**config.mk**
```make
export PLATFORM = sky130hd
export DESIGN_NAME = anchor_detection_filter_core
export DESIGN_NICKNAME = d
export VERILOG_FILES = /design/src/design/adf_pkg.sv /design/src/design/adf_box.sv /design/src/design/anchor_detection_filter_core.sv
export SDC_FILE = /design/constraint.sdc
export NUM_CORES = 1
export LEC_CHECK = 0
export ABC_AREA = 1
export BUFFER_PORTS_ARGS = -buffer_cell sky130_fd_sc_hd__buf_2
export CORE_MARGIN = 1
export CORE_UTILIZATION = 45
export DETAILED_ROUTE_END_ITERATION = 12
export HOLD_SLACK_MARGIN = 0.03
export PLACE_DENSITY_LB_ADDON = 0.05
export SYNTH_ARGS = -nofsm -noshare
export SYNTH_HDL_FRONTEND = slang
export SYNTH_SLANG_ARGS = --single-unit
```
**constraint.sdc**
```tcl
create_clock -name i_clk -period 8.9 [get_ports i_clk]
set_input_delay 1.335 -clock i_clk [delete_from_list [all_inputs] [get_ports i_clk]]
set_output_delay 1.335 -clock i_clk [all_outputs]
set_load 0.02 [all_outputs]
```
**src/design/adf_pkg.sv**
```systemverilog
// shared constants, types and helpers for the anchor detection filter
package adf_pkg;

    localparam int MAX_CLASSES = 128;
    localparam int MAX_MASKS   = 64;
    localparam int BOX_CHANS   = 4;

    localparam int VAL_W   = 32;
    localparam int CC_W    = $clog2(MAX_CLASSES + 1);
    localparam int MC_W    = $clog2(MAX_MASKS + 1);
    localparam int CLS_W   = $clog2(MAX_CLASSES);
    localparam int IDX_W   = $clog2(MAX_MASKS);
    localparam int POS_W   = $clog2(BOX_CHANS + MAX_CLASSES + MAX_MASKS + 1);
    localparam int LIM_W   = 17;

    localparam int OUT_DATA_W = 208;

    // register indexes on the configuration port
    localparam logic [1:0] REG_CLASS_COUNT = 2'd0;
    localparam logic [1:0] REG_MASK_COUNT  = 2'd1;
    localparam logic [1:0] REG_SCORE_LIMIT = 2'd2;

    localparam logic [7:0]       CLASS_COUNT_RST = 8'd80;
    localparam logic [6:0]       MASK_COUNT_RST  = 7'd32;
    localparam logic [LIM_W-1:0] SCORE_LIMIT_RST = 17'd16384;

    typedef struct packed {
        logic signed [VAL_W-1:0] left;
        logic signed [VAL_W-1:0] top;
        logic signed [VAL_W-1:0] right;
        logic signed [VAL_W-1:0] bottom;
    } t_corners;

    function automatic logic [CC_W-1:0] clamp_classes(input logic [7:0] v);
        logic [CC_W-1:0] r;
        if (v == 8'd0) begin
            r = CC_W'(1);
        end else if ({1'b0, v} > 9'(MAX_CLASSES)) begin
            r = CC_W'(MAX_CLASSES);
        end else begin
            r = CC_W'(v);
        end
        return r;
    endfunction

    function automatic logic [MC_W-1:0] clamp_masks(input logic [6:0] v);
        logic [MC_W-1:0] r;
        if (v == 7'd0) begin
            r = MC_W'(1);
        end else if ({1'b0, v} > 8'(MAX_MASKS)) begin
            r = MC_W'(MAX_MASKS);
        end else begin
            r = MC_W'(v);
        end
        return r;
    endfunction

    // box is usable when both maximum corners are positive and corners are ordered
    function automatic logic box_valid(input t_corners c);
        return (c.right > 0) && (c.bottom > 0) &&
               (c.left <= c.right) && (c.top <= c.bottom);
    endfunction

endpackage

```
**src/design/adf_box.sv**
```systemverilog
// centre and size to saturated box corners
module adf_box (
    input  logic signed [adf_pkg::VAL_W-1:0] i_cx,
    input  logic signed [adf_pkg::VAL_W-1:0] i_cy,
    input  logic signed [adf_pkg::VAL_W-1:0] i_width,
    input  logic signed [adf_pkg::VAL_W-1:0] i_height,
    output adf_pkg::t_corners                o_corners
);
    import adf_pkg::*;

    logic signed [VAL_W-1:0] half_w;
    logic signed [VAL_W-1:0] half_h;
    logic signed [VAL_W:0]   sum_left;
    logic signed [VAL_W:0]   sum_top;
    logic signed [VAL_W:0]   sum_right;
    logic signed [VAL_W:0]   sum_bottom;

    function automatic logic signed [VAL_W-1:0] sat(input logic signed [VAL_W:0] v);
        logic signed [VAL_W-1:0] r;
        if (v[VAL_W] != v[VAL_W-1]) begin
            r = v[VAL_W] ? {1'b1, {(VAL_W-1){1'b0}}} : {1'b0, {(VAL_W-1){1'b1}}};
        end else begin
            r = v[VAL_W-1:0];
        end
        return r;
    endfunction

    // arithmetic shift floors toward minus infinity
    assign half_w = i_width >>> 1;
    assign half_h = i_height >>> 1;

    assign sum_left   = (VAL_W+1)'(i_cx) - (VAL_W+1)'(half_w);
    assign sum_top    = (VAL_W+1)'(i_cy) - (VAL_W+1)'(half_h);
    assign sum_right  = (VAL_W+1)'(i_cx) + (VAL_W+1)'(half_w);
    assign sum_bottom = (VAL_W+1)'(i_cy) + (VAL_W+1)'(half_h);

    always_comb begin
        o_corners.left   = sat(sum_left);
        o_corners.top    = sat(sum_top);
        o_corners.right  = sat(sum_right);
        o_corners.bottom = sat(sum_bottom);
    end

endmodule

```
**src/design/anchor_detection_filter_core.sv**
```systemverilog
// anchor decode: box corners, class argmax, score gate and mask coefficient results
//
// channel   | dir | tdata / tuser / tlast
// ----------+-----+------------------------------------------------------------
// s_axis    | in  | tdata[31:0] channel_value
// m_axis    | out | tdata: class_id, best_score, left, top, right, bottom,
//           |     |        coeff_index, coeff_value; tlast = last_coeff
// cfg       | in  | we, index (0 class_count, 1 mask_count, 2 score_limit), data
//
// one input beat per cycle while s_axis is ready; a kept anchor's mask beat shows up on m_axis
// in the cycle after it is taken, from a single output register.
// s_axis is ready whenever the output register is empty or being drained.
// reset clears the channel position, kept flag, output valid and corner store,
// and loads the register defaults.
module anchor_detection_filter_core (
    input  logic                               i_clk,
    input  logic                               i_rst_n,
    input  logic                               i_s_axis_tvalid,
    output logic                               o_s_axis_tready,
    input  logic [31:0]                        i_s_axis_tdata,   // [31:0] channel_value
    output logic                               o_m_axis_tvalid,
    input  logic                               i_m_axis_tready,
    // [6:0] class_id, [38:7] best_score, [70:39] left_edge, [102:71] top_edge,
    // [134:103] right_edge, [166:135] bottom_edge, [172:167] coeff_index,
    // [204:173] coeff_value, [207:205] zero
    output logic [adf_pkg::OUT_DATA_W-1:0]     o_m_axis_tdata,
    output logic                               o_m_axis_tlast,
    input  logic                               i_cfg_we,
    input  logic [1:0]                         i_cfg_index,
    input  logic [adf_pkg::LIM_W-1:0]          i_cfg_data
);
    import adf_pkg::*;

    logic [7:0]       r_class_count;
    logic [6:0]       r_mask_count;
    logic [LIM_W-1:0] r_score_limit;

    logic [POS_W-1:0]        r_pos;
    logic signed [VAL_W-1:0] r_cx;
    logic signed [VAL_W-1:0] r_cy;
    logic signed [VAL_W-1:0] r_width;
    t_corners                r_corners;
    logic signed [VAL_W-1:0] r_best;
    logic [CLS_W-1:0]        r_class;
    logic                    r_kept;

    logic                    r_out_valid;
    logic [OUT_DATA_W-1:0]   r_out_data;
    logic                    r_out_last;

    logic [CC_W-1:0]         cc;
    logic [MC_W-1:0]         mc;
    logic [POS_W:0]          total;
    logic [POS_W:0]          class_end;
    logic [POS_W:0]          pos_next;
    logic                    in_accept;
    logic signed [VAL_W-1:0] value;
    logic                    is_box;
    logic                    is_class;
    logic                    past_end;
    logic [CLS_W-1:0]        class_idx;
    logic [IDX_W-1:0]        coeff_idx;
    logic                    take_new;
    logic signed [VAL_W-1:0] n_best;
    logic [CLS_W-1:0]        n_class;
    logic                    score_ok;
    logic                    emit;
    t_corners                box_corners;

    adf_box u_box (
        .i_cx      (r_cx),
        .i_cy      (r_cy),
        .i_width   (r_width),
        .i_height  (value),
        .o_corners (box_corners)
    );

    assign cc        = clamp_classes(r_class_count);
    assign mc        = clamp_masks(r_mask_count);
    assign total     = (POS_W+1)'(BOX_CHANS) + (POS_W+1)'(cc) + (POS_W+1)'(mc);
    assign class_end = (POS_W+1)'(BOX_CHANS) + (POS_W+1)'(cc);
    assign pos_next  = {1'b0, r_pos} + (POS_W+1)'(1);

    assign o_s_axis_tready = !r_out_valid || i_m_axis_tready;
    assign in_accept       = i_s_axis_tvalid && o_s_axis_tready;
    assign value           = i_s_axis_tdata;

    assign past_end  = {1'b0, r_pos} >= total;
    assign is_box    = {1'b0, r_pos} < (POS_W+1)'(BOX_CHANS);
    assign is_class  = !is_box && ({1'b0, r_pos} < class_end);
    assign class_idx = CLS_W'(r_pos - POS_W'(BOX_CHANS));
    assign coeff_idx = IDX_W'(r_pos - POS_W'(BOX_CHANS) - POS_W'(cc));

    // strictly greater replaces, so ties keep the lower class
    assign take_new = (class_idx == '0) || (value > r_best);
    assign n_best   = take_new ? value : r_best;
    assign n_class  = take_new ? class_idx : r_class;
    assign score_ok = (VAL_W+1)'(n_best) >= $signed({{(VAL_W+1-LIM_W){1'b0}}, r_score_limit});

    assign emit = in_accept && !past_end && !is_box && !is_class && r_kept;

    always_ff @(posedge i_clk) begin
        if (!i_rst_n) begin
            r_class_count <= CLASS_COUNT_RST;
            r_mask_count  <= MASK_COUNT_RST;
            r_score_limit <= SCORE_LIMIT_RST;
        end else if (i_cfg_we) begin
            case (i_cfg_index)
                REG_CLASS_COUNT: r_class_count <= i_cfg_data[7:0];
                REG_MASK_COUNT:  r_mask_count  <= i_cfg_data[6:0];
                REG_SCORE_LIMIT: r_score_limit <= i_cfg_data;
                default: ;
            endcase
        end
    end

    always_ff @(posedge i_clk) begin
        if (!i_rst_n) begin
            r_pos     <= '0;
            r_kept    <= 1'b0;
            r_corners <= '0;
            r_best    <= '0;
            r_class   <= '0;
        end else if (in_accept) begin
            if (past_end || pos_next >= total) begin
                r_pos <= '0;
            end else begin
                r_pos <= pos_next[POS_W-1:0];
            end

            if (past_end || pos_next >= total) begin
                r_kept <= 1'b0;
            end else if (is_box) begin
                r_kept <= 1'b0;
            end else if (is_class && ({1'b0, class_idx} == CC_W'(cc - CC_W'(1)))) begin
                r_kept <= box_valid(r_corners) && score_ok;
            end

            if (!past_end && is_box && r_pos[1:0] == 2'd3) begin
                r_corners <= box_corners;
            end

            if (!past_end && is_class) begin
                r_best  <= n_best;
                r_class <= n_class;
            end
        end
    end

    // centre and width are only needed until the height beat arrives
    always_ff @(posedge i_clk) begin
        if (in_accept && !past_end && is_box) begin
            case (r_pos[1:0])
                2'd0:    r_cx    <= value;
                2'd1:    r_cy    <= value;
                2'd2:    r_width <= value;
                default: ;
            endcase
        end
    end

    always_ff @(posedge i_clk) begin
        if (!i_rst_n) begin
            r_out_valid <= 1'b0;
        end else if (emit) begin
            r_out_valid <= 1'b1;
        end else if (i_m_axis_tready) begin
            r_out_valid <= 1'b0;
        end
    end

    always_ff @(posedge i_clk) begin
        if (emit) begin
            r_out_data <= {3'b000, value, coeff_idx,
                           r_corners.bottom, r_corners.right,
                           r_corners.top, r_corners.left,
                           r_best, r_class};
            r_out_last <= ({1'b0, coeff_idx} == MC_W'(mc - MC_W'(1)));
        end
    end

    assign o_m_axis_tvalid = r_out_valid;
    assign o_m_axis_tdata  = r_out_data;
    assign o_m_axis_tlast  = r_out_last;

endmodule

```
# Word-level counts from Yosys, hierarchy flattened
# Cells that the tools add are included.
# totals
ff_bits	511
input_bits	56
out_inout_bits	211
word_cells	109
# classes
add_sub_neg	11
n_lt_le_gt_ge	12
eq_ne	11
mux	19
n_reduce_logical	39
# op_table
op	n
32-bit two-way mux	9
32-bit by 31-bit adder with 33-bit output	2
32-bit by 31-bit subtractor with 33-bit output	2
32-bit by 1-bit greater-than comparator with 1-bit output, second input constant	2
32-bit less-or-equal comparator	2
32-bit by 18-bit greater-or-equal comparator with 1-bit output	1
32-bit greater-than comparator	1
8-bit two-way mux	3
2-bit AND reduction	9
1-bit logical AND	15
7-bit logical NOT	2
7-bit two-way mux	2
3-bit by 8-bit adder with 9-bit output, first input constant	1
8-bit by 1-bit adder with 9-bit output, second input constant	1
9-bit by 7-bit adder with 9-bit output	1
8-bit by 9-bit greater-or-equal comparator with 1-bit output	1
9-bit greater-or-equal comparator	1
8-bit by 9-bit less-than comparator with 1-bit output	1
7-bit by 8-bit == test with 1-bit output	1
8-bit greater-than comparator, second input constant	1
8-bit logical NOT	1
8-bit by 3-bit less-than comparator with 1-bit output, second input constant	1
8-bit by 1-bit subtractor with 8-bit output, second input constant	1
6-bit by 7-bit == test with 1-bit output	1
14 further kinds	30

# Logic depth before layout (Yosys ltp)
# Gate-level depths: netlist (run 1).
# logic_depth
word_depth	12
mapped_depth	32
depth_no_buf	32

# Modules after synthesis
# A second synthesis (run 1) with hierarchy kept.
# hier_totals
hier_cells	3999
area_unflattened_um2	32022.0
# by_module_without_submodules
module	n_inst	cells_each	area_each_um2
anchor_detection_filter_core	1	2004	21634.5
adf_box	1	1995	10387.5

# Worst setup path after synthesis (run 1)
# Ideal clock, no wire load.
# synth_timing
path_kind	flip-flop to flip-flop
from	register r_class_count[6]
to	register r_out_data[0], in the netlist o_m_axis_tdata[0] (enable)
arrival_time_ns	7.224
path_slack_ns	1.119
stages_incl_launch_ff	21
n_path_buf	0
period_less_slack_ns	7.781
path_cell_list	dfxtp_1 -> inv_1 -> nand3_1 -> o21ai_0 -> nand2_1 -> ha_1 -> ha_1 -> a21o_1 -> a31oi_1 -> xor2_1 -> ha_1 -> nand2_1 -> o21bai_1 -> nand2_1 -> o21ai_0 -> nand2_1 -> nand2_1 -> nand3_1 -> a21oi_4 -> nand4_1 -> inv_1
# synth_between
elab_chain_len	11
# synth_rtl
element	line_no	source
start, declared	anchor_detection_filter_core.sv:34	logic [7:0] r_class_count;
start signal, assigned	anchor_detection_filter_core.sv:109	REG_CLASS_COUNT: r_class_count <= i_cfg_data[7:0];
8-bit greater-than comparator	adf_pkg.sv:38	end else if ({1'b0, v} > 9'(MAX_CLASSES)) begin
8-bit two-way mux	adf_pkg.sv:38	
8-bit two-way mux *	adf_pkg.sv:36	if (v == 8'd0) begin
3-bit by 8-bit adder with 9-bit output *	anchor_detection_filter_core.sv:80, anchor_detection_filter_core.sv:81	
9-bit by 7-bit adder with 9-bit output	anchor_detection_filter_core.sv:80	assign total = (POS_W+1)'(BOX_CHANS) + (POS_W+1)'(cc) + (POS_W+1)'(mc);
8-bit by 9-bit greater-or-equal comparator with 1-bit output	anchor_detection_filter_core.sv:88	assign past_end = {1'b0, r_pos} >= total;
1-bit logical NOT	anchor_detection_filter_core.sv:100	assign emit = in_accept && !past_end && !is_box && !is_class && r_kept;
1-bit logical AND (2 in series)	anchor_detection_filter_core.sv:100	
1-bit logical AND * (2 in series)	anchor_detection_filter_core.sv:100	
net emit	anchor_detection_filter_core.sv:67	logic emit;
end signal, assigned	anchor_detection_filter_core.sv:174	r_out_data <= {3'b000, value, coeff_idx,
end, declared	anchor_detection_filter_core.sv:48	logic [OUT_DATA_W-1:0] r_out_data;
# The timed path passes the listed nets; every way through them passes the cells marked *.
# A chain may end at the register's enable or synchronous reset.

# Worst setup path after layout (run 1)
# layout_timing
from	register r_class_count[5]
to	register r_corners[79] (netlist bit)
# layout_between
elab_chain_len	10
# layout_rtl
element	line_no	source
8-bit greater-than comparator	adf_pkg.sv:38	
8-bit two-way mux	adf_pkg.sv:38	
8-bit two-way mux *	adf_pkg.sv:36	
3-bit by 8-bit adder with 9-bit output *	anchor_detection_filter_core.sv:80	
9-bit by 7-bit adder with 9-bit output *	anchor_detection_filter_core.sv:80	
8-bit by 9-bit greater-or-equal comparator with 1-bit output *	anchor_detection_filter_core.sv:88	
1-bit logical NOT *	anchor_detection_filter_core.sv:139	if (!past_end && is_box && r_pos[1:0] == 2'd3) begin
1-bit logical AND * (2 in series)	anchor_detection_filter_core.sv:139	
2-bit AND reduction (no line) *	-	
end signal, assigned	anchor_detection_filter_core.sv:140	r_corners <= box_corners;
end, declared	anchor_detection_filter_core.sv:42	t_corners r_corners;
# Every way passes the cells marked *; elsewhere a longest branch is shown, timed or not.

==> results.md, run 1 <==
- For this design, the sink count on the clock tree is 510.
- Entering global routing, the biggest net connects 123 pins.
- Setup repair after global routing left no endpoint under its margin.
- The cell-internal power is 4.271 mW.
- After legalization and detailed placement, the total HPWL measured 72.47 mm.
- The final clock period utilization by the worst path is ~63%.
- Setup violations remaining at the end of the flow were counted as 0.
- The netlist uses 55 different library cells.
- The worst setup path is of the reg2reg kind.
- The clock period minus final worst setup slack is roughly 5.6 ns.
- The I/O pin total is around 270.
- The area of the multi-input gates is approximately 0.014 mm^2.
- The overall die area is 0.06765 mm^2.
- Sequential elements use 44.11% of the synthesized area.
- The final layout contains routed wiring with a total length of between 90 and 100 mm.
- The height of the die is 260.1 um.
- The path type of the worst min-delay path is reg2reg.
- Dividing the detail-routed wire length by the instance count gives 20.02 um.
- The maximum clock skew at final layout is 0.02007 ns.
- Dividing the detail-routed via count by the number of cells gives 5.395.
- The mean instance size in the synthesized netlist is between 8 and 9 um^2.
- For this run, design rule violations remaining after detail routing come to 0.
- The number of antenna violations at the first check in global routing is 0.
- After synthesis the netlist holds a flip-flop and latch count of 510.
- Overall power consumption after layout is estimated at 6.052 mW.
- The count of buffering cells on the critical path with inverters included is 6.
- The hold violation count in the final report is 0.
- The count of pins over their slew limit is 0.
- Summing every instance area after synthesis gives 0.02997 mm^2.
- After floorplanning, the core was sized to cover 0.06586 mm^2.
- The number of buffers inserted during clock tree synthesis is 56.
- The number of buffers on the longest clock path is 3.
- The worst stage delay on the critical path is ~0.63 ns.
- In this run the power spent charging and discharging nets is ~1.8 mW.
- The Yosys step of the flow raised 0 warnings.
- The fill cell instance count of the final layout is 6,376.
- The number of nets in the final layout is 4,080.
- Per report_power, the combinational group accounts for 17.5% of the total.
- The clock transition at the registers of the reported paths is ~0.060 ns.
- Based on the critical path, the design can be clocked at up to 177.8 MHz.
- The via count of the first global-routing pass is approximately 24,000.
- The sum of negative setup slack is 0 ns.
- The cell family with the largest share of critical-path delay is buffers and inverters.
- The gate count of the mapped netlist is between 3,000 and 4,000.
- The data required time of the worst path is 9.41 ns.
- The portion of total power attributed to sequential cells is a little over two fifths.
- The count of buffers added by post-CTS timing repair for setup is 0.
- For this block, the via count after detailed routing is approximately 25,000.
- The clock latency on the worst-skew pair is 0.63 ns.
- Once the clock tree was built, the resizer swapped 0 gates to a different size.
- Buffers placed on the I/O ports in this run total roughly 260.
- Max-cap violations in this run came to 0.
- Among all flip-flop cells after synthesis, the most frequent one is edfxtp_1.
- The core utilization of the finished layout is 51.11%.
- Counting tap cells, the placed design contains a total of 4,535 instances.
- The critical path startpoint category is a flip-flop.
- The floorplan has 94 rows.
- The first global-routing pass estimated ~140 mm of wire.
- STA classifies the critical path endpoint as a flip-flop.
- On the final layout, the worst hold slack is 0.4308 ns.
- Among all stages on the critical path, the largest delay is contributed by clkinv_2.
- Cells with a size suffix above 1 make up 10.94% of the layout.
- The number of diodes added for antenna fixing is 0.
- The flow ran to the end, and the final reports show no timing, DRC or antenna violations.
- The effective utilization at floorplan is 45.51%.
- Global routing used 26.90% of the available tracks.
- The maximum fanout count along the critical path is 65.
- The TritonCTS clock tree is done.
- In the layout the commonest cells are 608 x nand2_1, 493 x inv_1, 406 x a21oi_1, 323 x o21ai_0, 301 x edfxtp_1.
- The largest voltage drop on the vdd net is around 150 uV.
- In this run the most critical hold path is launched from r_class[1]$_SDFFE_PN0P_.
- The number of enable flip-flop cells after synthesis is approximately 300.
- The detail route stage leaves a number of antenna-violating nets equal to 0.
- For this block, the initial DRC count from the detailed router was 2,076.
- After global routing the overflow that remains totals 0.
- The synthesis-to-layout area growth is 12.31%.
- The routability congestion estimate from global placement is ~1.
- The arrival time reported for the critical path endpoint is 6.13 ns.
- The cell area power density is 179.8 mW/mm^2.
- The cell seen most often among critical-path stages is inv_1.
- The leakage component of the power is 15.61 nW.
- The leading cell type in the layout, fill and taps excluded is nand2_1.
- The slew of the pin with the lowest slew margin is approximately 1.3 ns.
- The final instance count without filler cells is 4,640.
- The most critical setup path has its startpoint at r_class_count[5]$_SDFFE_PN0P_.
- Summing all flip-flop and latch instances after layout gives 0.01322 mm^2.
- The number of detailed-route iterations in the first pass is 6.
- The H-tree was split into 2 levels.
- The cell sitting at the root of the clock tree is a clkbuf_16.
- In this run the horizontal extent of the chip is ~260 um.
- The proportion of total power due to net switching is 29.43%.
- The hold buffer count at CTS is 0.
- The tightest slew margin relative to the limit is 10.18%.
- The worst register-to-register path begins at r_class_count[5]$_SDFFE_PN0P_.
- The share of flip-flops with an asynchronous set or reset is 0%.
- In this run, the clock network consumes 40.0% of the power.
[logic make-up after synthesis]
group / count (synthesis) / synth area share [%]
XOR/XNOR: 126 / 3.682
flip-flops: 510 / 44.11
adder cells (fa/ha/maj): 295 / 12.46
AND/OR/NAND/NOR: 1105 / 15.37
buffers and inverters: 630 / 8.762
other: 1 / 0.01251
AO/OA/AOI/OAI: 860 / 15.60
[power by group through the flow]
| stage | registers [mW] | logic, mW | clock network [mW] |
|---|---|---|---|
| floorplan | 2.61 | 0.700 | 0 |
| global placement | 2.62 | 1.04 | 0 |
| detailed placement | 2.62 | 1.04 | 0 |
| CTS | 2.57 | 1.05 | 2.47 |
| global route | 2.57 | 1.17 | 2.56 |
| finish | 2.57 | 1.06 | 2.42 |
[worst register-to-register path, cell delays in order (launching register included)]
cell	delay [ns]
dfxtp_1	0.40
inv_1	0.07
nand3_1	0.10
o21ai_0	0.10
nand2_1	0.20
inv_1	0.13
ha_1	0.23
or2_2	0.29
nand2_1	0.09
inv_1	0.06
ha_1	0.31
inv_1	0.07
o21bai_1	0.09
a21o_1	0.17
a21oi_1	0.15
xor2_1	0.25
ha_1	0.30
nand4_1	0.10
nand3_1	0.16
a21oi_4	0.27
nand3_4	0.28
clkinv_2	0.65
buf_4	0.61
o21ai_2	0.22
nor2_1	0.17
nor2_1	0.06
[Yosys cell counts, types with 16 or more instances]
master,n,area share [%]
o21ai_0,323,5.4
ha_1,289,12
nand3_1,98,1.6
buf_6,17,0.64
dfxtp_1,209,14
inv_1,494,6.2
xor2_1,108,3.2
a21o_1,18,0.45
nor4_1,27,0.56
a21oi_1,406,6.8
o21bai_1,21,0.53
edfxtp_1,301,30
nand4_1,51,1.1
a31oi_1,16,0.33
nand2_1,608,7.6
clkbuf_1,47,0.59
buf_2,50,0.83
nor3_1,28,0.47
xnor2_1,18,0.53
nor2_1,268,3.4
[sequential cells by signal, indices dropped and copies added, names as in the netlist]
| name | cells |
|---|---|
| o_m_axis_tdata | 205 |
| r_corners | 128 |
| r_best | 32 |
| r_cx | 32 |
| r_cy | 32 |
| r_width | 31 |
| r_score_limit | 17 |
| r_class_count | 8 |
| r_pos | 8 |
| r_class | 7 |
| r_mask_count | 7 |
| o_m_axis_tlast | 1 |
| o_m_axis_tvalid | 1 |
| r_kept | 1 |
[layer usage]
layer  vias up  track usage, %  share of wire [%]
li1      12230               -                  -
met1     11970           40.10                 49
met2       724           41.39                 44
met3       102           3.411                5.4
met4         0           5.799                1.9
met5         -               0                  0
[final timing paths]
path	endpoint	slack, ns	cells past startpoint
max	r_corners[79]$_SDFFE_PN0P_	3.27	25
min	o_m_axis_tdata[1]$_DFFE_PP_	0.43	0
max reg2reg	r_corners[79]$_SDFFE_PN0P_	3.27	25
min reg2reg	o_m_axis_tdata[1]$_DFFE_PP_	0.43	0
[cell type report]
| class | instances | area share (%) |
|---|---|---|
| clock buffers | 65 | 4.323 |
| clock inverters | 40 | 1.416 |
| inverters | 501 | 5.631 |
| multi-input cells | 2389 | 42.01 |
| flip-flops and latches | 510 | 39.28 |
| well taps | 864 | 3.211 |
| repair buffers | 271 | 4.133 |
[through the flow]
step	area, um^2	setup WS [ns]
after floorplan	29980	1.119
after global placement	31730	3.395
after detailed placement	31730	3.299
after CTS	33660	3.274
after global routing	33660	2.758
final	33660	3.274
(Power assumes the default switching activity.)
==> run 2, diff against run 1 <==
- clock period: 8.9 -> 5.2 ns (I/O delays scaled with it)
==> run 2 against run 1 <==
Against the previous run: cell area up 1.0%; maximum frequency up 18%; critical endpoint is now r_corners[62]$_SDFFE_PN0P_; utilization up 0.52 points; critical path type unchanged.
==> results.md, run 2 (same netlist as run 1, synthesis figures left out) <==
- The top layer reached by signal wires is met5 (was met4).
- The tightest slew margin relative to the limit is 31.31% (was 10.18%).
- The total vias in the final route came to 25,120 (was 25,030).
- The count of pins over their slew limit is 0 (unchanged).
- The slew of the pin with the lowest slew margin is 1.021 ns (was 1.346 ns).
- The number of diodes added for antenna fixing was 0 (unchanged).
- The path type of the worst min-delay path is reg2reg (unchanged).
- Traced cell by cell, the critical path runs through nor2_1 -> nand4_1 -> nand2_1 -> inv_1 -> nor2_1 -> ha_4 -> a21o_1 -> a31oi_1 -> xor2_1 -> ha_1 -> nand2_1 -> o21bai_1 -> nand2_1 -> o21ai_0 -> nand2_1 -> nand2_1 -> nand3_2 -> a21oi_4 -> nand3_4 -> clkinv_2 -> buf_4 -> o21ai_0 -> a21oi_1.
- The number of detailed-route iterations in the first pass is 5 (was 6).
- The core area was 0.06586 mm^2 (unchanged).
- The cell family with the largest share of critical-path delay was simple AND/OR/NAND/NOR gates (was buffers and inverters).
- The worst hold slack after final layout came to 0.4256 ns (was 0.4308 ns).
- The critical path startpoint category was a flip-flop (unchanged).
- The leading cell type in the layout, fill and taps excluded is nand2_1 (unchanged).
- The hold violation count in the final report is 0 (unchanged).
- The leakage component of the power was 15.79 nW (was 15.61 nW).
- The total wirelength of the detailed-routed design is 94.31 mm (was 92.90 mm).
- The wire length of the first global-routing pass is 141.8 mm (was 140.2 mm).
- The amount of wire on met3 after detailed routing was 5.178 mm (was 5.062 mm).
- The number of buffers inserted during clock tree synthesis is 56 (unchanged).
- The number of gates given a new drive strength after cts is 0 (unchanged).
- The flip-flop count of the largest register, all copies and words added came to 205 (unchanged).
- The clock period minus final worst setup slack was 4.766 ns (was 5.626 ns).
- The number of antenna violations at the first check in global routing was 1 (was 0).
- The clock latency on the worst-skew pair is 0.62 ns (was 0.63 ns).
- The wire length on met2 is 41.42 mm (was 40.61 mm).
- The largest voltage drop on the vdd net came to 257.5 uV (was 151.9 uV).
- The combined flip-flop and latch cell area was 0.01323 mm^2 (was 0.01322 mm^2).
- The wire length per cell after detailed routing is 20.18 um (was 20.02 um).
- The post-layout worst setup margin came to 0.4338 ns (was 3.274 ns).
- The height of the die came to 260.1 um (unchanged).
- The total power consumption of the routed design is 10.33 mW (was 6.052 mW).
- The routed metal-1 wire length is 45.21 mm (was 45.48 mm).
- The number of design-rule violations left by the first detailed-router iteration is 2,028 (was 2,076).
- The count of buffers added by post-CTS timing repair for setup is 0 (unchanged).
- The clock sink total is 510 (unchanged).
- The maximum number of pins on one net before global-route repair was 182 (was 123).
- The achievable frequency is 209.8 MHz (was 177.8 MHz).
- The hold buffer count at CTS is 0 (unchanged).
- The CTS H-tree depth is 2 (unchanged).
- The number of remaining DRC errors is 0 (unchanged).
- Top library cells by usage in the layout, fill and taps aside: 606 x nand2_1, 487 x inv_1, 405 x a21oi_1, 322 x o21ai_0, 301 x edfxtp_1 (was 608 x nand2_1, 493 x inv_1, 406 x a21oi_1, 323 x o21ai_0, 301 x edfxtp_1).
- The synthesis-to-layout area growth came to 13.44% (was 12.31%).
- The effective utilization at floorplan is 45.51% (unchanged).
- The clock transition at the registers of the reported paths is 0.06 ns (about the same).
- The category of the critical setup timing path is reg2reg (unchanged).
- The CTS root buffer is clkbuf_16 (unchanged).
- RSZ-0062 raised after global routing: no (unchanged).
- The post-placement worst setup slack was 0.4836 ns (was 3.299 ns).
- The maximum clock skew at final layout is 0.01942 ns (was 0.02007 ns).
- The total routing resource utilization after global routing is 27.35% (was 26.90%).
- The reported max-cap violation count was 0 (unchanged).
- The fill cell instance count of the final layout came to 6,373 (was 6,376).
- The final clock period utilization by the worst path is 91.66% (was 63.21%).
- The TritonCTS clock tree was done (unchanged).
- The number of nets in the final layout is 4,112 (was 4,080).
- The count of buffering cells on the critical path with inverters included was 3 (was 6).
- The I/O pin total is 267 (unchanged).
- The area of the multi-input gates is 0.01421 mm^2 (was 0.01414 mm^2).
- The sum of negative setup slack is 0 ns (unchanged).
- The worst stage delay on the critical path is 0.48 ns (was 0.63 ns).
- The die span in x is 260.1 um (unchanged).
- The cell seen most often among critical-path stages is nand2_1 (was inv_1).
- The count of buffers inserted at the top-level ports is 263 (unchanged).
- Status: complete, no violations (unchanged).
- The slowest stage cell on the critical path is buf_4 (was clkinv_2).
- The number of buffers on the longest clock path is 3 (unchanged).
- The routability congestion estimate from global placement came to 0.9850 (was 1.018).
- The number of core rows is 94 (unchanged).
- The data required time of the worst path came to 5.73 ns (was 9.41 ns).
- The sort of element at the end of the critical path is a flip-flop (unchanged).
- The final-report setup violation count was 0 (unchanged).
- The cell area power density came to 303.7 mW/mm^2 (was 179.8 mW/mm^2).
- The layout cell share with drive strength beyond 1 is 12.29% (was 10.94%).
- The maximum fanout count along the critical path is 63 (was 65).
- The number of vias per cell is 5.376 (was 5.395).
- The number of nets with antenna violations after detailed routing is 0 (unchanged).
- The overall die area is 0.06765 mm^2 (unchanged).
- The aggregate global routing overflow was 0 (unchanged).
- The arrival time reported for the critical path endpoint is 5.29 ns (was 6.13 ns).
- The detailed-placement wirelength estimate is 74.56 mm (was 72.47 mm).
- The via count of the first global-routing pass is 24,010 (was 23,740).
==> run 2: worst paths after layout <==
path	start	to	slack (ns)	cells past startpoint
setup / recovery	r_mask_count[0]$_SDFFE_PN0P_	r_corners[62]$_SDFFE_PN0P_	0.43	23
hold / removal	r_class[2]$_SDFFE_PN0P_	o_m_axis_tdata[2]$_DFFE_PP_	0.43	0
setup reg to reg	r_mask_count[0]$_SDFFE_PN0P_	r_corners[62]$_SDFFE_PN0P_	0.43	23
hold reg to reg	r_class[2]$_SDFFE_PN0P_	o_m_axis_tdata[2]$_DFFE_PP_	0.43	0
==> run 2: worst register-to-register path: stages (launching register included) <==
cell	delay, ns
dfxtp_1	0.31
nor2_1	0.12
nand4_1	0.11
nand2_1	0.11
inv_1	0.08
nor2_1	0.37
ha_4	0.29
a21o_1	0.19
a31oi_1	0.17
xor2_1	0.25
ha_1	0.29
nand2_1	0.10
o21bai_1	0.12
nand2_1	0.06
o21ai_0	0.16
nand2_1	0.07
nand2_1	0.07
nand3_2	0.11
a21oi_4	0.27
nand3_4	0.31
clkinv_2	0.21
buf_4	0.48
o21ai_0	0.20
a21oi_1	0.19
==> run 2: layout make-up <==
class	count	area share (%)
timing repair buffer	303	4.982
sequential	510	38.90
tap	864	3.179
clock inverter	36	1.166
multi-input combinational	2389	41.80
inverter	501	5.564
clock buffer	70	4.412
==> run 2: through the flow <==
stage	std cells	util [%]	cell area (um^2)
5_1_grt	4673	51.63	34000
2_1_floorplan	3529	-	30060
3_3_place_gp	4567	48.75	32110
6_report	4673	51.63	34000
4_1_cts	4673	51.63	34000
3_5_place_dp	4567	48.75	32110
==> run 2: per-layer routing <==
metal	track usage (%)	up-vias
li1	-	12310
met1	40.36	11860
met2	42.17	811
met3	2.982	141
met4	7.651	2
met5	0	-
==> run 2: power breakdown <==
group	switching [mW]	total (mW)	internal [mW]
sequential	0.0582	4.40	4.34
clock	1.68	4.09	2.41
combinational	1.28	1.84	0.554
==> run 3, diff against run 2 <==
--- a/config.mk
+++ b/config.mk
@@ -11,2 +11,3 @@
 export CORE_UTILIZATION = 45
+export CTS_BUF_LIST = sky130_fd_sc_hd__clkbuf_2
 export DETAILED_ROUTE_END_ITERATION = 12
--- a/constraint.sdc
+++ b/constraint.sdc
@@ -3,2 +3,2 @@
 set_output_delay 0.78 -clock i_clk [all_outputs]
-set_load 0.02 [all_outputs]
+set_load 0.1 [all_outputs]
==> run 3 against run 2 <==
Against the previous run: combinational power increased by 3%; via count increased by 2.9%; first-iteration DRC count decreased by 11%; critical path depth unchanged; total power decreased by 11%; global-route usage increased by 0.67 points; cell area increased by 0.17%; final cell count increased by 4.4%; setup slack improved by 0.0071 ns; flip-flop and latch count unchanged; die area unchanged.
==> results.md, run 3 (same netlist as run 1, synthesis figures left out) <==
- The overall die area is 0.06765 mm^2 (unchanged).
- The maximum fanout count along the critical path came to 63 (unchanged).
- The clock transition at the registers of the reported paths came to 0.10 ns (was 0.06 ns).
- The reported max-cap violation count is 0 (unchanged).
- The final clock period utilization by the worst path is 91.52% (was 91.66%).
- The number of placed instances with taps included is 4,567 (unchanged).
- The worst-case reg-to-reg path depth is 23 (unchanged).
- The clock latency on the worst-skew pair is 1.26 ns (was 0.62 ns).
- The CTS root buffer is clkbuf_2 (was clkbuf_16).
- The total vias in the final route is 25,850 (was 25,120).
- The startpoint of the worst setup timing path is r_mask_count[1]$_SDFFE_PN0P_ (was r_mask_count[0]$_SDFFE_PN0P_).
- The slew of the pin with the lowest slew margin is 1.025 ns (was 1.021 ns).
- The aggregate global routing overflow is 0 (unchanged).
- The count of buffers inserted at the top-level ports is 263 (unchanged).
- The capture point of the worst path was r_corners[62]$_SDFFE_PN0P_ (unchanged).
- Top library cells by usage in the layout, fill and taps aside: 606 x nand2_1, 487 x inv_1, 405 x a21oi_1, 322 x o21ai_0, 301 x edfxtp_1 (unchanged).
- The count of pins over their slew limit came to 0 (unchanged).
- The sort of element at the end of the critical path is a flip-flop (unchanged).
- The detailed-placement wirelength estimate is 74.56 mm (unchanged).
- The hold buffer count at CTS is 65 (was 0).
- The fill cell instance count of the final layout is 6,451 (was 6,373).
- The worst reg-to-reg setup slack is 0.44 ns (was 0.43 ns).
- The tightest slew margin relative to the limit is 31.06% (was 31.31%).
- The number of core rows is 94 (unchanged).
- The wire length on met2 was 42.45 mm (was 41.42 mm).
- The worst hold slack after final layout is 0.2088 ns (was 0.4256 ns).
- The hold violation count in the final report is 0 (unchanged).
- The top layer reached by signal wires is met4 (was met5).
- The leakage component of the power is 16.09 nW (was 15.79 nW).
- The category of the critical setup timing path is reg2reg (unchanged).
- The count of buffers added by post-CTS timing repair for setup is 0 (unchanged).
- The wire length of the first global-routing pass was 144.3 mm (was 141.8 mm).
- The clock sink total is 510 (unchanged).
- The core area is 0.06586 mm^2 (unchanged).
- The routed metal-1 wire length is 45.36 mm (was 45.21 mm).
- Status: complete, no violations (unchanged).
- The critical register-to-register path startpoint is r_mask_count[1]$_SDFFE_PN0P_ (was r_mask_count[0]$_SDFFE_PN0P_).
- The I/O pin total is 267 (unchanged).
- The number of buffers inserted during clock tree synthesis is 133 (was 56).
- The maximum number of pins on one net before global-route repair is 182 (unchanged).
- The clock period minus final worst setup slack is 4.759 ns (was 4.766 ns).
- The path type of the worst min-delay path is in2reg (was reg2reg).
- The leading cell type in the layout, fill and taps excluded is nand2_1 (unchanged).
- The wire length per cell after detailed routing is 19.64 um (was 20.18 um).
- The achievable frequency is 210.1 MHz (was 209.8 MHz).
- The layout cell share with drive strength beyond 1 is 14.69% (was 12.29%).
- The via count of the first global-routing pass is 24,980 (was 24,010).
- The arrival time reported for the critical path endpoint came to 5.88 ns (was 5.29 ns).
- The amount of wire on met3 after detailed routing came to 5.478 mm (was 5.178 mm).
- The TritonCTS clock tree is done (unchanged).
- The number of gates given a new drive strength after cts is 0 (unchanged).
- The number of detailed-route iterations in the first pass is 6 (was 5).
- The total wirelength of the detailed-routed design is 95.82 mm (was 94.31 mm).
- The effective utilization at floorplan came to 45.51% (unchanged).
- The routability congestion estimate from global placement is 0.9850 (unchanged).
- The number of antenna violations at the first check in global routing is 2 (was 1).
- The die span in x came to 260.1 um (unchanged).
- The largest voltage drop on the vdd net is 184.1 uV (was 257.5 uV).
- The critical path startpoint category is a flip-flop (unchanged).
- The number of vias per cell is 5.298 (was 5.376).
- The CTS H-tree depth was 4 (was 2).
- The total routing resource utilization after global routing was 28.02% (was 27.35%).
- The number of remaining DRC errors is 0 (unchanged).
- The number of buffers on the longest clock path is 3 (unchanged).
- The terminus of the critical flop-to-flop path is r_corners[62]$_SDFFE_PN0P_ (unchanged).
- The data required time of the worst path came to 6.32 ns (was 5.73 ns).
- The final-report setup violation count is 0 (unchanged).
- The number of nets in the final layout is 4,254 (was 4,112).
- The number of nets with antenna violations after detailed routing is 0 (unchanged).
- The height of the die is 260.1 um (unchanged).
- The final instance count without filler cells is 4,879 (was 4,673).
- The synthesis-to-layout area growth was 13.63% (was 13.44%).
- The cell area power density came to 269.9 mW/mm^2 (was 303.7 mW/mm^2).
- RSZ-0062 raised after global routing: no (unchanged).
- The maximum clock skew at final layout is 0.08362 ns (was 0.01942 ns).
- The flip-flop count of the largest register, all copies and words added is 205 (unchanged).
- The number of design-rule violations left by the first detailed-router iteration is 1,811 (was 2,028).
-- run 3: changes by cell type in the layout (fill, tap and decap cells not counted), sizes merged --
cell / before / now
diode: 0 / 5
bufinv: 7 / 4
clkinvlp: 4 / 3
clkinv: 23 / 42
clkbuf: 70 / 195
inv: 503 / 499
dlygate4sd3: 0 / 65
-- run 3: where the power goes --
part / total, mW / internal [mW] / switching [mW]
registers: 4.39 / 4.34 / 0.0584
clock network: 2.91 / 1.22 / 1.69
logic: 1.89 / 0.585 / 1.30
-- run 3: layer usage --
layer	up-vias	track usage [%]
li1	12710	-
met1	12150	40.18
met2	852	42.89
met3	139	3.918
met4	0	10.14
met5	-	0
-- run 3: worst min-delay path by stage --
stage	endpoint	start	cells past startpoint	slack, ns
global route	r_class_count[0]$_SDFFE_PN0P_	i_cfg_we	5	0.13
detailed placement	o_m_axis_tdata[0]$_DFFE_PP_	r_class[0]$_SDFFE_PN0P_	0	0.41
floorplan	o_m_axis_tdata[0]$_DFFE_PP_	r_class[0]$_SDFFE_PN0P_	0	0.40
finish	r_mask_count[1]$_SDFFE_PN0P_	i_cfg_we	5	0.21
CTS	r_mask_count[1]$_SDFFE_PN0P_	i_cfg_we	5	0.04
global placement	o_m_axis_tdata[1]$_DFFE_PP_	r_class[1]$_SDFFE_PN0P_	0	0.41
-- run 3: critical path, stage by stage, from the launching register on --
cell      delay [ns]
dfxtp_1         0.33
nor2_1          0.10
nand4_1         0.11
nand2_1         0.11
inv_1           0.08
nor2_1          0.37
ha_4            0.29
a21o_1          0.19
a31oi_1         0.17
xor2_1          0.25
ha_1            0.29
nand2_1         0.10
o21bai_1        0.12
nand2_1         0.06
o21ai_0         0.16
nand2_1         0.07
nand2_1         0.07
nand3_2         0.11
a21oi_4         0.27
nand3_4         0.30
clkinv_2        0.18
buf_4           0.47
o21ai_0         0.17
a21oi_1         0.20
-- run 3: area by class of cell --
type | instances | area [um^2] | area share, %
inverter | 501 | 1892 | 5.554
multi-input combinational | 2389 | 14210 | 41.73
tap | 864 | 1081 | 3.174
clock inverter | 47 | 315.3 | 0.9257
antenna | 5 | 12.51 | 0.03673
timing repair buffer | 368 | 2345 | 6.884
clock buffer | 195 | 975.9 | 2.865
sequential | 510 | 13230 | 38.83
-- run 3: through the flow --
stage	TNS [ns]	cell area (um^2)	setup WS, ns	total power [mW]	utilization, %
finish	0	34060	0.4409	9.192	51.72
detailed placement	0	32110	0.4836	6.302	48.75
CTS	0	34050	0.4662	9.272	51.70
global placement	0	32110	0.5553	6.288	48.75
global route	0	34060	0.07187	9.703	51.71
floorplan	-227.35	30060	-1.104	5.683	-
